<file path="src/sv/hcsc_pkg.sv">
// Package: types, constants and hash helpers for the hashed call site counter.
package hcsc_pkg;

   localparam int NumClassesDef  = 15;
   localparam int TableSlotsDef  = 256;
   localparam int MaxProbesDef   = 32;

   localparam logic [31:0] SatMax   = 32'hFFFF_FFFF;
   localparam logic [31:0] MixMulA  = 32'h7feb352d;
   localparam logic [31:0] MixMulB  = 32'h846ca68b;

   typedef enum logic [1:0] {
      OUT_IGNORED  = 2'd0,
      OUT_COUNTED  = 2'd1,
      OUT_INSERTED = 2'd2,
      OUT_DROPPED  = 2'd3
   } outcome_type;

   typedef struct packed {
      logic [3:0]  class_id;
      logic [31:0] return_address;
   } req_word_type;

   typedef struct packed {
      outcome_type outcome;
      logic [7:0]  entry_index;
      logic [31:0] site_count;
      logic [31:0] class_total;
      logic [31:0] class_dropped;
   } rsp_word_type;

   function automatic logic [31:0] sat_inc(input logic [31:0] v);
      return (v == SatMax) ? v : v + 32'd1;
   endfunction

endpackage

</file>
<file path="src/sv/hcsc_mixer.sv">
// Hash mixer: one shared 32x32 multiplier stepped through the two mixing rounds.
module hcsc_mixer (
   input  logic        clock,
   input  logic        reset,
   input  logic        start,
   input  logic [31:0] key,
   output logic        done,
   output logic [31:0] hash
);
   import hcsc_pkg::*;

   typedef enum logic [2:0] {
      M_IDLE, M_MUL1, M_MUL2, M_DONE
   } mstate_type;

   mstate_type  state_ff, state_in;
   logic [31:0] val_ff, val_in;
   logic [31:0] mul_a, mul_b, product;
   logic        done_ff, done_in;

   assign product = mul_a * mul_b;

   always_comb begin
      state_in = state_ff;
      val_in   = val_ff;
      done_in  = 1'b0;
      mul_a    = val_ff;
      mul_b    = MixMulA;
      unique case (state_ff)
         M_IDLE: begin
            if (start) begin
               val_in   = key ^ (key >> 16);
               state_in = M_MUL1;
            end
         end
         M_MUL1: begin
            val_in   = product ^ (product >> 15);
            state_in = M_MUL2;
         end
         M_MUL2: begin
            mul_b    = MixMulB;
            val_in   = product ^ (product >> 16);
            state_in = M_DONE;
         end
         M_DONE: begin
            done_in  = 1'b1;
            state_in = M_IDLE;
         end
         default: state_in = M_IDLE;
      endcase
   end

   always_ff @(posedge clock) begin
      if (reset) begin
         state_ff <= M_IDLE;
         done_ff  <= 1'b0;
      end else begin
         state_ff <= state_in;
         done_ff  <= done_in;
      end
      val_ff <= val_in;
   end

   assign done = done_ff;
   assign hash = val_ff;

endmodule

</file>
<file path="config.mk">
export PLATFORM = sky130hd
export DESIGN_NAME = hcsc_mixer
export DESIGN_NICKNAME = d
export VERILOG_FILES = /design/src/sv/hcsc_pkg.sv /design/src/sv/hcsc_mixer.sv
export SDC_FILE = /design/constraint.sdc
export NUM_CORES = 1
export LEC_CHECK = 0
export ABC_CLOCK_PERIOD_IN_PS = 13100
export BUFFER_PORTS_ARGS = -buffer_cell sky130_fd_sc_hd__buf_2
export CAP_MARGIN = 15
export CORE_ASPECT_RATIO = 0.5
export CORE_MARGIN = 2
export CORE_UTILIZATION = 55
export DETAILED_ROUTE_END_ITERATION = 7
export HOLD_SLACK_MARGIN = 0.05
export PLACE_DENSITY = 0.73
export SYNTH_ARGS = -nofsm -noshare
export SYNTH_HDL_FRONTEND = slang
export SYNTH_SLANG_ARGS = --single-unit
</file>
<file path="constraint.sdc">
create_clock -name clock -period 13.1 [get_ports clock]
set_clock_uncertainty 0.1 [all_clocks]
set_input_delay 0.655 -clock clock [delete_from_list [all_inputs] [get_ports clock]]
set_output_delay 0.655 -clock clock [all_outputs]
set_load 0.005 [all_outputs]
</file>
==> reports/results.ini <==
[logic_synthesis]
synth_edf_count = 32
synthTopCellsByCount = inv_1, fa_1, ha_1, xnor2_1, nand2_1
async_reset_ff_frac = 0
yosys_most_used_dff = edfxtp_1
ys_warn_count = 0
ys_ff_latch = 35
synth.largest_area_cell = fa_1
yosysMostFrequentCell = inv_1
yosys-top-cells-area = fa_1, ha_1, inv_1, edfxtp_1, xnor2_1
syn_inst = 1400
synth_top_area_frac = 0.411
synth_cell_type_count = 74
avgSynthCellArea_um2 = 9.73
synthesis.area_mm2 = 0.0136
seq_area_frac_synth = 0.0749

[placed_design]
hpwl_um = 36900
gp_congestion = 1.05
placed_cell_area_mm2 = 0.0144
port_buffers = 67

[worst_setup_path]
cp_common_cell = fa_1
critPathKind = reg -> reg
r2r_end = hash[12]
worstSetupStartpointType = flop
r2r_cells = 28
critPathRequiredTime_ns = 13.04
regToRegSetupSlack_ns = 3.94
cp_max_fo = 40
cp_slowest_cell = ha_2
reg2reg_from = state_ff[0]
cp-end-kind = flop
arrival_ns = 9.09
cpPeakStageDelay_ns = 0.77

[sta]
tightestPinTransition_ns = 1.01
fin_setup_tns_ns = 0
finalCritPeriodShare = 0.699
finalSetupViolations = 0
whs_ns = 0.455
slew_headroom = 0.320
drv_slew = 0
rsz0062_at_grt = no
layout_min_cycle_time_ns = 9.16
hold_violations = 0
fmax_ghz = 0.109

[hold_path]
min_path_type = in -> reg
whs_endpoint = state_ff[1]
hp-start = reset
holdPathStages = 2

[drt]
drt_wl_total_um = 41800
drt_iter0_drc = 1012
drt_pass1_iterations = 6
wl_per_cell_um = 22.9
wl_met3_um = 5700
met2RoutedLength_um = 17100
antenna_left = 0
viasPerCell = 5.54
drc = 0
drt-met1-wl_um = 18500
vias = 10101
highest_layer = met4

[clock_tree]
cts_tree = built
numCtsBuffers = 5
post_cts_resized = 0
htreeDepth = 2
cts-root-buf = clkbuf_16
clock-sinks = 35
clk_latency_ns = 0.29
postCtsSetupBuffers = 0
cts.hold.buffers_added = 0
clk_path_buf_depth = 2
clk_pin_slew_worst_paths_ns = 0.06

[global_routing]
grt_usage = 0.342
grt_overflow = 0
antenna_found_initial = 0
grt_pass1_vias = 10541
grt_pass1_wl_um = 64400
grt_max_degree = 47

[cells_and_area]
nets = 1968
drive_gt1_frac = 0.0800
fillers = 2121
antenna_cells = 0
stdcell_area_mm2 = 0.0146
area_growth_pct = 7.24

[run]
max-cap-violations = 0

[floorplanning]
start_util = 0.564
core_area_mm2 = 0.0242
die_h_um = 115
die_x_um = 227
die-area_mm2 = 0.0261
fp-row-count = 40
io_pins = 68

[outcome]
status = complete, no violations

## stage by stage
stage          cells  utilization  setup WS [ns]
2_1_floorplan   1438            -           4.86
3_3_place_gp    1816        0.597           4.28
3_5_place_dp    1816        0.597           4.09
4_1_cts         1824        0.604           4.07
5_1_grt         1824        0.604           3.58
6_report        1824        0.604           3.94
## cell type report
type	count	area, um2	area share
timing repair buffer	76	403	0.0276
sequential	35	1020	0.0699
multi-input combinational	987	11200	0.764
clock inverter	3	46.3	0.00317
clock buffer	5	125	0.00856
tap	336	420	0.0288
inverter	382	1430	0.0982
## layout by cell type (no fill, tap or decap), types with 15 or more instances in the layout
master,count
a21oi_1,38
a21o_1,15
ha_1,165
nor2_1,45
buf_2,67
xor2_1,19
edfxtp_1,32
nor2b_1,19
o21ai_0,18
nand2_1,86
conb_1,40
inv_1,380
xnor2_1,89
fa_1,280
## kinds of logic after synthesis
group	after synthesis	share of synthesized area
adder cells (fa/ha/maj)	446	0.564
buffers and inverters	416	0.117
AND/OR/NAND/NOR	205	0.0706
AO/OA/AOI/OAI	184	0.0997
XOR/XNOR	109	0.0712
flip-flops	35	0.0749
multiplexers	3	0.00230
other	2	0.000551
## worst max-delay path, delay by kind of cell, from the launching register on
family                   cells  cell delay (ns)
AO/OA/AOI/OAI                6             1.33
XOR/XNOR                     2             0.70
adder cells (fa/ha/maj)      9             4.63
buffers and inverters        8             1.03
flip-flops                   1             0.34
AND/OR/NAND/NOR              3             0.69
## worst max path at each step
| stage | start | endpoint | cells after the start |
|---|---|---|---|
| after global placement | state_ff[0] | hash[15] | 27 |
| after CTS | state_ff[0] | hash[15] | 27 |
| final | state_ff[0] | hash[12] | 28 |
| after global routing | state_ff[0] | hash[15] | 27 |
| after floorplan | state_ff[0] | hash[15] | 30 |
| after detailed placement | state_ff[0] | hash[15] | 27 |
## state kept, by name, indices dropped and copies added (netlist names)
register  flops
hash         32
state_ff      2
done          1
## layer usage
layer,vias to the layer above,GRT usage
met4,0,0.0456
li1,4496,-
met3,32,0.121
met1,5063,0.515
met2,510,0.483
met5,-,0
Power is left out: the tool's default activity adds up to more than one toggle a clock period on the data nets, which glitch-free logic cannot reach.
